**config.mk**
```make
export PLATFORM = sky130hd
export DESIGN_NAME = gf2_poly_inverse
export DESIGN_NICKNAME = d
export VERILOG_FILES = /design/src/sv/gfpi_pkg.sv /design/src/sv/gf2_poly_inverse.sv /design/src/sv/gfpi_step_unit.sv
export SDC_FILE = /design/constraint.sdc
export NUM_CORES = 1
export LEC_CHECK = 0
export BUFFER_PORTS_ARGS = -buffer_cell sky130_fd_sc_hd__buf_2
export CORE_UTILIZATION = 45
export DETAILED_ROUTE_END_ITERATION = 8
export PLACE_DENSITY = 0.61
export SLEW_MARGIN = 40
export SYNTH_ARGS = -nofsm -noshare
export SYNTH_HDL_FRONTEND = slang
export SYNTH_SLANG_ARGS = --single-unit
export TNS_END_PERCENT = 100
```
**constraint.sdc**
```tcl
create_clock -name clk -period 4.1 [get_ports clk]
set_input_delay 0.615 -clock clk [delete_from_list [all_inputs] [get_ports clk]]
set_output_delay 0.615 -clock clk [all_outputs]
set_load 0.005 [all_outputs]
```
**src/sv/gfpi_pkg.sv**
```systemverilog
`timescale 1ns / 1ps

package gfpi_pkg;

  // sequencer states, one-hot
  typedef enum logic [1:0] {
    S_IDLE = 2'b01,
    S_RUN  = 2'b10
  } state_t;

  // order of the operands in one reduction step
  typedef enum logic {
    DIR_KEEP = 1'b0,
    DIR_SWAP = 1'b1
  } step_dir_t;

endpackage

```
**src/sv/gf2_poly_inverse.sv**
```systemverilog
`timescale 1ns / 1ps

// Inverse of a GF(2) polynomial modulo the modulus register, by the extended
// Euclidean algorithm. An operand is taken only when the block is idle
// (in_stall low). Once a result is handed over the block is idle again and
// can take the next operand. The work is done by the single shift-xor step
// unit, which in each cycle either cancels one leading term or lowers the
// tracked remainder degrees. A finished result sits in an output register,
// so the next operand can be taken while it waits; a run that ends while
// that register is still stalled holds until it drains. no_inverse is set,
// with inverse zero, when the operand reduces to zero, shares a factor with
// the modulus, or the modulus is a constant. The modulus is written through
// cfg_we/cfg_wdata; the user must write it only while idle, as the block
// itself does not enforce this.
module gf2_poly_inverse import gfpi_pkg::*; #(
  parameter int          DEGREE        = 8,
  parameter logic [63:0] MODULUS_RESET = 64'd283
) (
  input  logic              clk,
  input  logic              rst,
  input  logic              cfg_we,
  input  logic [DEGREE:0]   cfg_wdata,
  input  logic              in_valid,
  output logic              in_stall,
  input  logic [DEGREE-1:0] operand,
  output logic              out_valid,
  input  logic              out_stall,
  output logic [DEGREE-1:0] inverse,
  output logic              no_inverse
);

  localparam int W  = DEGREE + 1;
  localparam int DW = $clog2(W);
  localparam logic [DW-1:0] DU_INIT = DW'(DEGREE - 1);
  localparam logic [DW-1:0] DV_INIT = DW'(DEGREE);

  state_t            state;
  logic [DEGREE:0]   modulus;
  logic [W-1:0]      u;
  logic [W-1:0]      v;
  logic [W-1:0]      g1;
  logic [W-1:0]      g2;
  logic [DW-1:0]     du;
  logic [DW-1:0]     dv;
  logic              out_valid_r;
  logic [DEGREE-1:0] inverse_r;
  logic              no_inverse_r;

  logic              u_zero;
  logic              u_one;
  logic              u_top;
  logic              v_top;
  logic              mod_const;
  logic              out_free;
  logic              finish;
  step_dir_t         dir;
  logic [DW-1:0]     amount;
  logic [W-1:0]      u_next;
  logic [W-1:0]      v_next;
  logic [W-1:0]      g1_next;
  logic [W-1:0]      g2_next;

  // status of the working remainders
  assign u_zero    = (u == '0);
  assign u_one     = (u == W'(1));
  assign u_top     = u[du];
  assign v_top     = v[dv];
  assign mod_const = (modulus[DEGREE:1] == '0);
  assign out_free  = !out_valid_r || !out_stall;
  assign finish    = (state == S_RUN) && (u_zero || u_one) && out_free;

  // step direction and shift distance from the degree counters
  always_comb begin
    if (du < dv) begin
      dir    = DIR_SWAP;
      amount = dv - du;
    end else begin
      dir    = DIR_KEEP;
      amount = du - dv;
    end
  end

  gfpi_step_unit #(
    .W (W)
  ) u_step (
    .dir     (dir),
    .amount  (amount),
    .u       (u),
    .v       (v),
    .g1      (g1),
    .g2      (g2),
    .u_next  (u_next),
    .v_next  (v_next),
    .g1_next (g1_next),
    .g2_next (g2_next)
  );

  // sequencer, working registers and output register
  always_ff @(posedge clk) begin
    if (rst) begin
      state       <= S_IDLE;
      modulus     <= MODULUS_RESET[DEGREE:0];
      out_valid_r <= 1'b0;
    end else begin
      if (cfg_we) begin
        modulus <= cfg_wdata;
      end
      // a new result replaces a drained one
      if (finish) begin
        out_valid_r <= 1'b1;
      end else if (out_valid_r && !out_stall) begin
        out_valid_r <= 1'b0;
      end
      unique case (state)
        S_IDLE: begin
          if (in_valid) begin
            // constant modulus: start from a zero remainder so it fails at once
            u     <= mod_const ? '0 : {1'b0, operand};
            v     <= modulus;
            g1    <= W'(1);
            g2    <= '0;
            du    <= DU_INIT;
            dv    <= DV_INIT;
            state <= S_RUN;
          end
        end
        S_RUN: begin
          priority if (u_zero || u_one) begin
            if (out_free) begin
              inverse_r    <= u_one ? g1[DEGREE-1:0] : '0;
              no_inverse_r <= u_zero;
              state        <= S_IDLE;
            end
          end else if (!u_top || !v_top) begin
            // bring the degree counters down to the leading terms
            if (!u_top) begin
              du <= du - DW'(1);
            end
            if (!v_top) begin
              dv <= dv - DW'(1);
            end
          end else begin
            u  <= u_next;
            v  <= v_next;
            g1 <= g1_next;
            g2 <= g2_next;
            if (dir == DIR_SWAP) begin
              du <= dv;
              dv <= du;
            end
          end
        end
        default: begin
          state <= S_IDLE;
        end
      endcase
    end
  end

  assign in_stall   = (state != S_IDLE);
  assign out_valid  = out_valid_r;
  assign inverse    = inverse_r;
  assign no_inverse = no_inverse_r;

  // an accepted operand always starts a run
  a_accept_runs : assert property (@(posedge clk) disable iff (rst)
    in_valid && !in_stall |=> state == S_RUN)
    else $error("accepted operand did not start a run");

  // the divisor remainder never vanishes while work is left
  a_v_nonzero : assert property (@(posedge clk) disable iff (rst)
    state == S_RUN && !u_zero |-> v != '0)
    else $error("divisor remainder became zero");

  // a failed inversion reports zero
  a_fail_zero : assert property (@(posedge clk) disable iff (rst)
    out_valid && no_inverse |-> inverse == '0)
    else $error("nonzero inverse with no_inverse set");

  // a found inverse is never zero
  a_inv_nonzero : assert property (@(posedge clk) disable iff (rst)
    out_valid && !no_inverse |-> inverse != '0)
    else $error("zero inverse reported as valid");

endmodule

```
**src/sv/gfpi_step_unit.sv**
```systemverilog
`timescale 1ns / 1ps

// one euclid step: shift-and-xor on the remainder pair and the cofactor pair
module gfpi_step_unit import gfpi_pkg::*; #(
  parameter int W = 9
) (
  input  step_dir_t            dir,
  input  logic [$clog2(W)-1:0] amount,
  input  logic [W-1:0]         u,
  input  logic [W-1:0]         v,
  input  logic [W-1:0]         g1,
  input  logic [W-1:0]         g2,
  output logic [W-1:0]         u_next,
  output logic [W-1:0]         v_next,
  output logic [W-1:0]         g1_next,
  output logic [W-1:0]         g2_next
);

  logic [W-1:0] rem_base;
  logic [W-1:0] rem_shift;
  logic [W-1:0] cof_base;
  logic [W-1:0] cof_shift;

  // pick which operand is shifted; on swap the lower-degree one moves up
  always_comb begin
    unique case (dir)
      DIR_SWAP: begin
        rem_base  = v;
        rem_shift = u;
        cof_base  = g2;
        cof_shift = g1;
      end
      DIR_KEEP: begin
        rem_base  = u;
        rem_shift = v;
        cof_base  = g1;
        cof_shift = g2;
      end
      default: begin
        rem_base  = u;
        rem_shift = v;
        cof_base  = g1;
        cof_shift = g2;
      end
    endcase
  end

  // cancel the leading term, apply the same update to the cofactors
  assign u_next  = rem_base ^ (rem_shift << amount);
  assign g1_next = cof_base ^ (cof_shift << amount);
  assign v_next  = rem_shift;
  assign g2_next = cof_shift;

endmodule
```
# Word level (Yosys, flattened, before mapping)

Index checks and enable logic that the tools add are counted.

Flip-flop bits (word level): 65
Bits of input ports: 22
Logic and storage cells: 100

Add/sub/neg operators: 4
$lt $le $gt $ge: 3
Equal/unequal tests: 12
Shift-type cells: 2
Muxes and demuxes: 45
Bitwise logic cells: 4
Reduce and logical (&&, ||, !) cells: 19

Operators by type and width:

| operator                                                                | number |
|---|---|
| 9-bit one-hot mux with 2 select lines                                   | 8 |
| 9-bit two-way mux                                                       | 12 |
| 4-bit two-way mux                                                       | 11 |
| 9-bit by 4-bit << shifter with 9-bit output                             | 2 |
| 9-bit XOR                                                               | 2 |
| 4-bit one-hot mux with 2 select lines                                   | 2 |
| 6-bit AND reduction                                                     | 2 |
| 4-bit by 5-bit < comparator with 1-bit output, second input constant    | 2 |
| 9-bit by 1-bit equality test with 1-bit output, second input constant   | 1 |
| 9-bit logical NOT                                                       | 1 |
| 1-bit binary-select mux with 4-bit select                               | 2 |
| 8-bit logical NOT                                                       | 1 |
| 8-bit two-way mux                                                       | 1 |
| 2-bit inequality test, second input constant                            | 4 |
| 4-bit by 1-bit subtractor with 4-bit output, second input constant      | 2 |
| 4-bit subtractor                                                        | 2 |
| 2-bit two-way mux                                                       | 3 |
| 3-bit inequality test, second input constant                            | 2 |
| 1-bit two-way mux                                                       | 5 |
| 5-bit AND reduction                                                     | 1 |
| 1-bit logical NOT                                                       | 4 |
| 4-bit < comparator                                                      | 1 |
| 2-bit by 1-bit inequality test with 1-bit output, second input constant | 2 |
| 2-bit one-hot mux with 2 select lines                                   | 1 |
| 9 further kinds                                                         | 15 |

# Longest topological paths before layout

Gate-level depths: netlist of the first run.

Depth after elaboration: 9
Mapped depth: 13
Mapped depth without buffers: 11

# Cells and area by module

Synthesis of the first run repeated with hierarchy kept, for this count alone.

Cell total of the unflattened synthesis: 406
Area, all modules: 4653.2 sq um

Modules (own cells, without submodules):

| module           | times used | cells an instance | area each (sq um) | sequential area each (sq um) |
|---|---|---|---|---|
| gf2_poly_inverse | 1          | 261               | 3130.5            | 1831.8 |
| gfpi_step_unit   | 1          | 145               | 1522.7            | 0.0 |

# Least setup slack after synthesis of the first run

No wires, ideal clock.

Path type: register -> register
From: register du[0]
To: register g1[0] (enable)
Arrival: 3.261 ns
Slack: 0.402 ns
Stages on the path, launching flop included: 7
Period minus slack after synthesis: 3.698 ns
Cell sequence: edfxtp_1 > mux4_2 > mux2i_1 > o21ai_0 > nand2_1 > clkbuf_1 > a21oi_1

Longest elaborated chain between the ends: 6

Ends and longest elaborated chain:

| what                                      | RTL line                | source |
|---|---|---|
| start: declaration                        | gf2_poly_inverse.sv:43  | `logic [DW-1:0] du;` |
| start signal: assignment                  | gf2_poly_inverse.sv:137 | `du <= du - DW'(1);` |
| start signal: assignment                  | gf2_poly_inverse.sv:148 | `du <= dv;` |
| 1-bit binary-select mux with 4-bit select | gf2_poly_inverse.sv:66  | `assign u_top = u[du];` |
| 1-bit two-way mux (implied by the code)   | gf2_poly_inverse.sv:66  |  |
| 1-bit logical NOT                         | n/a                     |  |
| 1-bit logical OR                          | gf2_poly_inverse.sv:134 | `end else if (!u_top \|\| !v_top) begin` |
| 2-bit inequality test (no source line)    | n/a                     |  |
| 5-bit AND reduction (no source line)      | n/a                     |  |
| end signal: assignment                    | gf2_poly_inverse.sv:145 | `g1 <= g1_next;` |
| end: declaration                          | gf2_poly_inverse.sv:41  | `logic [W-1:0] g1;` |

Every way passes these cells. The select of a mux whose other input is x is not followed.
A chain may end at the register's enable or synchronous reset.

# Worst setup path in the final report of the first run

From: register du[0]
To: register u[6] (data pin)

Longest elaborated chain between the ends: 9
Elaborated cells between the ends (all ways): 13
Those cells by class: 2 x add/sub; 1 x order compare; 1 x shift; 7 x mux; 2 x bitwise

Ends and longest elaborated chain:

| what                                        | RTL line                | source |
|---|---|---|
| 4-bit < comparator                          | gf2_poly_inverse.sv:74  | `if (du < dv) begin` |
| 1-bit two-way mux                           | gf2_poly_inverse.sv:74  |  |
| 1-bit inverter                              | gfpi_step_unit.sv:26    | `unique case (dir)` |
| 9-bit one-hot mux with 2 select lines       | gfpi_step_unit.sv:26    |  |
| 9-bit by 4-bit << shifter with 9-bit output | gfpi_step_unit.sv:49    | `assign u_next = rem_base ^ (rem_shift << amount);` |
| 9-bit XOR (*)                               | gfpi_step_unit.sv:49    |  |
| 9-bit two-way mux (*)                       | gf2_poly_inverse.sv:134 |  |
| 9-bit two-way mux (*)                       | gf2_poly_inverse.sv:128 | `priority if (u_zero \|\| u_one) begin` |
| 9-bit one-hot mux with 2 select lines (*)   | gf2_poly_inverse.sv:114 | `unique case (state)` |
| end signal: assignment                      | gf2_poly_inverse.sv:118 | `u <= mod_const ? '0 : {1'b0, operand};` |
| end signal: assignment                      | gf2_poly_inverse.sv:143 | `u <= u_next;` |
| end: declaration                            | gf2_poly_inverse.sv:39  | `logic [W-1:0] u;` |

Mark *: on every way between the ends. The rest lies on a longest branch, timed or not. The select of a mux whose other input is x is not followed.

==> flow_summary.json, run 1 <==
{
  "setup_viol": 0,
  "r2r-start": "du[0]",
  "port_buffers": 32,
  "die_y_um": 99.67,
  "slew_headroom": 0.5071,
  "start_util": 0.4646,
  "drv_slew": 0,
  "final_core_util": 0.5132,
  "fin_nets": 479,
  "required_ns": 4.19,
  "synth_seq_area_share": 0.4127,
  "vias": 3388,
  "fin_tns_setup_ns": 0,
  "dp_hpwl_um": 7441,
  "cts_made_buffers": 9,
  "synth_enable_flop_cells": 51,
  "syn_to_final_growth_pct": 10.46,
  "dieArea_mm2": 0.009934,
  "worst-path-max-fanout": 18,
  "syn_area_mm2": 0.004293,
  "io_pins": 33,
  "post_drt_via_cell_ratio": 5.841,
  "rr_endpoint": "u[6]",
  "worst_r2r_path_depth": 12,
  "fmax_mhz": 285.5,
  "drt-total-wl_um": 10760,
  "grt_max_degree": 37,
  "first_global_vias": 3142,
  "maxCapViolations": 0,
  "post_drt_wl_per_cell_um": 18.55,
  "nFillCells": 851,
  "yosys_warnings": 0,
  "antenna_found_initial": 0,
  "crit_arrival_ns": 3.59,
  "drt_iter0_markers": 229,
  "dr.pass1.iters": 5,
  "rsz0062_at_grt": "false",
  "finalHoldViolations": 0,
  "cts-resized-gates": 0,
  "worstSetupPathType": "flip-flop to flip-flop",
  "min_from": "cfg_wdata[8]",
  "clkSinkCount": 63,
  "crit_path_end_kind": "flip-flop",
  "tightestPinTransition_ns": 0.7392,
  "finalNonFillerCells": 580,
  "start_kind": "flip-flop",
  "grt.total_usage": 0.2315,
  "synth_flop_cell": "edfxtp_1",
  "overflow": 0,
  "seqCellArea_mm2": 0.001772,
  "placed_cell_area_mm2": 0.004571,
  "post-route-period-util": 0.8542,
  "htree_num_levels": 3,
  "pre_cts_ws_ns": 0.5918,
  "power.total_mw": 1.534,
  "clkSlewWorstSetupHoldPaths_ns": 0.07,
  "fin_crit_ns": 3.502,
  "avgSynthCellArea_um2": 10.22,
  "fp.dieW_um": 99.67,
  "status": "finished, final reports clean",
  "ys_types": 58,
  "cts_hold_buf": 0,
  "multiInputGateArea_mm2": 0.002369,
  "hold_depth": 2,
  "ant_nets": 0,
  "grt_pass1_wl_um": 17460,
  "ys_seq_elements": 63,
  "hold_path_end": "modulus[8]",
  "core_area_mm2": 0.009240,
  "diodes": 0,
  "cts_post_setup_buffers_inserted": 0,
  "synth_cells": 420,
  "cts.path.max_buffers": 2,
  "hold_class": "input port to flip-flop",
  "routabilityCongestion": 0.8760,
  "syn_nets": 453,
  "ys_async_sr_fraction": 0,
  "layout-drive-gt1-share": 0.1951,
  "timing.hold.ws_ns": 0.4749,
  "cts_tree": "done",
  "leakage_nw": 1.848,
  "row_count": 35,
  "clock-root-buffer": "clkbuf_8",
  "reg2reg_setup_slack_ns": 0.60,
  "route.detailed.drc": 0,
  "powerDensity_mw_per_mm2": 323.5,
  "finalClockSkew_ns": 0.01360,
  "ir_worst_vdd_mv": 0.2159,
  "layout_setup_ws_ns": 0.5978,
  "dp.cells": 564,
  "fin_area_mm2": 0.004742,
  "clk_latency_ns": 0.34
}
## sequential cells by signal, indices dropped and copies added, names as in the netlist
| register | flops |
|---|---|
| modulus | 9 |
| out_valid | 1 |
| no_inverse | 1 |
| g1 | 8 |
| du | 4 |
| g2 | 8 |
| v | 9 |
| inverse | 8 |
| u | 9 |
| dv | 4 |
| state | 2 |
## worst max-delay path by stage
| stage | startpoint | endpoint | slack, ns | cells past startpoint |
|---|---|---|---|---|
| after floorplan | du[0] | g1[0] | 0.40 | 6 |
| after CTS | du[0] | u[6] | 0.59 | 12 |
| after detailed placement | du[0] | u[6] | 0.59 | 12 |
| after global placement | du[0] | u[6] | 0.50 | 11 |
| after global routing | du[0] | u[6] | 0.28 | 12 |
| final | du[0] | u[6] | 0.60 | 12 |
## placed cells by master, fill, tap and decap left out, types with 5 or more instances in the layout
| cell type | instances |
|---|---|
| inv_1 | 12 |
| and3_1 | 10 |
| xnor2_1 | 6 |
| a21oi_1 | 20 |
| nor2_1 | 32 |
| mux4_2 | 16 |
| nor3_1 | 10 |
| o21ai_0 | 21 |
| nand3_1 | 14 |
| mux2i_1 | 30 |
| buf_4 | 9 |
| xor2_1 | 8 |
| clkbuf_8 | 10 |
| ha_1 | 9 |
| nand2_1 | 62 |
| a211o_1 | 5 |
| a31oi_1 | 10 |
| dfxtp_1 | 12 |
| buf_2 | 32 |
| edfxtp_1 | 51 |
| nor2b_1 | 5 |
## logic make-up after synthesis
kind of cell    after synthesis  synth area share
fa+ha+maj                    11           0.03556
buf+inv                      38           0.04138
xor+xnor                     16           0.03439
mux                          50            0.1705
simple gates                159            0.1772
flops                        63            0.4127
compound gates               83            0.1282
## cell type report
type / count / area share
clock inverter: 4 / 0.004749
multi-input combinational: 319 / 0.4995
inverter: 12 / 0.009499
clock buffer: 12 / 0.03061
timing repair buffer: 41 / 0.04802
tap: 129 / 0.03404
sequential: 63 / 0.3736
## critical path: stages, from the launching register on
cell and delay, ns:
edfxtp_1 0.51, inv_1 0.11, ha_1 0.22, inv_1 0.07, fa_1 0.27, nand3_4 0.12, nand2_4 0.27, buf_4 0.32
mux4_1 0.64, mux2i_1 0.19, or3_1 0.15, o21ai_0 0.08, a221o_1 0.29
## cells in the mapped netlist, types with 3 or more instances
library cell | count | area share
xor2_1 | 8 | 0.016
inv_1 | 12 | 0.010
nand3_1 | 14 | 0.016
and3_1 | 10 | 0.015
mux4_2 | 16 | 0.084
nand2_1 | 62 | 0.054
nor3_1 | 10 | 0.012
xnor2_1 | 7 | 0.014
edfxtp_1 | 51 | 0.36
a211oi_1 | 4 | 0.0070
ha_1 | 9 | 0.026
dfxtp_1 | 12 | 0.056
buf_6 | 3 | 0.0079
a31oi_1 | 10 | 0.015
or3_1 | 3 | 0.0044
mux2i_1 | 30 | 0.070
a21oi_1 | 22 | 0.026
nand4_1 | 4 | 0.0058
clkbuf_1 | 13 | 0.011
a211o_1 | 5 | 0.010
buf_2 | 4 | 0.0047
nor2_1 | 32 | 0.028
buf_1 | 4 | 0.0035
nand2b_1 | 4 | 0.0058
nor2b_1 | 6 | 0.0087
o21ai_0 | 21 | 0.024
o21a_1 | 3 | 0.0052
## where the power goes
group          internal, mW  total [mW]  switching (mW)
combinational         0.124       0.293           0.170
clock                 0.234       0.487           0.253
sequential            0.720       0.754          0.0337
total                  1.08        1.53           0.456
## layer usage
layer  vias up  wire, um  global-route usage
met5         -         0                   0
met4         0       179             0.06109
met3        15       570             0.04287
li1       1617         -                   -
met2       117      5035              0.3676
met1      1639      4974              0.3258
Power figures use the tool's default switching activity.
==> run 2, diff against run 1 <==
- HOLD_SLACK_MARGIN: unset -> 0.06
- clock period: 4.1 -> 3.37 ns (I/O delays scaled with it)
==> run 2 against run 1 <==
  * Register-to-register slack got worse by 0.37 ns
  * Setup slack got worse by 0.37 ns
  * Maximum frequency rose by 11%
  * Die area did not move
  * Cell area rose by 3.4%
  * Power rose by 38%
  * Critical path type unchanged
  * Critical endpoint is now u[4]
==> flow_summary.json, run 2 (synthesized netlist as in run 1, its figures left out) <==
{
  "worst_r2r_path_depth": 8,
  "reg2reg_setup_slack_ns": 0.22,
  "cts_post_setup_buffers_inserted": 0,
  "hold_class": "input port to flip-flop",
  "maxCapViolations": 0,
  "post_drt_wl_per_cell_um": 18.62,
  "final_cell_mix": "nand2_1, edfxtp_1, nor2_1, buf_2, mux2i_1",
  "drv_slew": 0,
  "first_global_vias": 3402,
  "cts.path.max_buffers": 2,
  "r2r-start": "du[3]",
  "clk_latency_ns": 0.34,
  "drt_iter0_markers": 232,
  "cts_hold_buf": 0,
  "overflow": 0,
  "required_ns": 3.45,
  "diodes": 0,
  "syn_to_final_growth_pct": 14.22,
  "drt-total-wl_um": 11010,
  "grt.total_usage": 0.2402,
  "start_kind": "flip-flop",
  "setup_viol": 0,
  "leakage_nw": 1.935,
  "io_pins": 33,
  "nFillCells": 855,
  "grt_pass1_wl_um": 18240,
  "rsz0062_at_grt": "false",
  "cts_made_buffers": 9,
  "dp_hpwl_um": 7684,
  "routabilityCongestion": 0.8946,
  "slew_headroom": 0.4425,
  "clkSlewWorstSetupHoldPaths_ns": 0.07,
  "layout-drive-gt1-share": 0.2121,
  "fin_nets": 490,
  "antenna_found_initial": 0,
  "crit_path_end_kind": "flip-flop",
  "hold_depth": 2,
  "row_count": 35,
  "ant_nets": 0,
  "fmax_mhz": 317.8,
  "reg_top3": "modulus x9, u x9, v x9",
  "finalClockSkew_ns": 0.006550,
  "cts_tree": "done",
  "status": "finished, final reports clean",
  "dp.cells": 575,
  "finalHoldViolations": 0,
  "cts-resized-gates": 0,
  "powerDensity_mw_per_mm2": 432.5,
  "core_area_mm2": 0.009240,
  "worst-path-max-fanout": 11,
  "clkSinkCount": 63,
  "post-route-period-util": 0.9336,
  "power.total_mw": 2.121,
  "worstSetupPathType": "flip-flop to flip-flop",
  "grt_max_degree": 37,
  "ir_worst_vdd_mv": 0.2300,
  "final_common_cell": "nand2_1",
  "post_drt_via_cell_ratio": 5.821,
  "die_y_um": 99.67,
  "fin_crit_ns": 3.146,
  "route.detailed.drc": 0,
  "start_util": 0.4646,
  "fp.dieW_um": 99.67,
  "fin_tns_setup_ns": 0,
  "tightestPinTransition_ns": 0.8362,
  "dr.pass1.iters": 4,
  "crit_arrival_ns": 3.23,
  "dieArea_mm2": 0.009934,
  "clock-root-buffer": "clkbuf_8",
  "vias": 3440,
  "final_core_util": 0.5307,
  "min_from": "cfg_wdata[4]",
  "finalNonFillerCells": 591,
  "timing.hold.ws_ns": 0.3637,
  "htree_num_levels": 3,
  "rr_endpoint": "u[4]",
  "hold_path_end": "modulus[4]",
  "port_buffers": 32
}
## run 2: report_power, final
group | internal [mW] | switching [mW]
logic | 0.164 | 0.217
registers | 0.876 | 0.0356
clock network | 0.509 | 0.320
## run 2: area by class of cell
class	instances	area (um^2)	area share
clock buffers	10	137.6	0.02807
clock inverters	6	107.6	0.02194
inverters	12	45.04	0.009186
multi-input cells	319	2357	0.4807
flip-flops and latches	63	1772	0.3613
well taps	129	161.4	0.03292
repair buffers	52	322.8	0.06583
## run 2: per-stage QoR
step / worst slack (ns) / cell area (um^2)
after floorplan: 0.2862 / 4297
after global placement: 0.3165 / 4658
after detailed placement: 0.2804 / 4658
after CTS: 0.2601 / 4903
after global routing: 0.00006084 / 4903
final: 0.2238 / 4903
## run 2: how the worst max path moves through the flow
stage | cells after the start | from | endpoint
finish | 8 | du[3] | u[4]
global route | 12 | du[0] | g1[4]
CTS | 12 | du[0] | g1[4]
detailed placement | 12 | du[0] | g1[4]
global placement | 12 | du[0] | g1[4]
floorplan | 10 | du[0] | du[0]
## run 2: layer usage
layer	track usage	wire (um)	up-vias	share of wire
met5	0	0	-	0
met4	0.06335	150	0	0.014
met3	0.03795	553	12	0.050
met2	0.3878	5195	117	0.47
met1	0.3371	5108	1677	0.46
li1	-	-	1634	-
## run 2: critical path, cell delays in order, from the launching register on
cell and delay, ns:
edfxtp_1 0.47, ha_1 0.58, a21o_1 0.29, mux2_2 0.38
o21a_1 0.34, and2_1 0.22, a311oi_2 0.34, xor2_1 0.20
o21ai_1 0.07
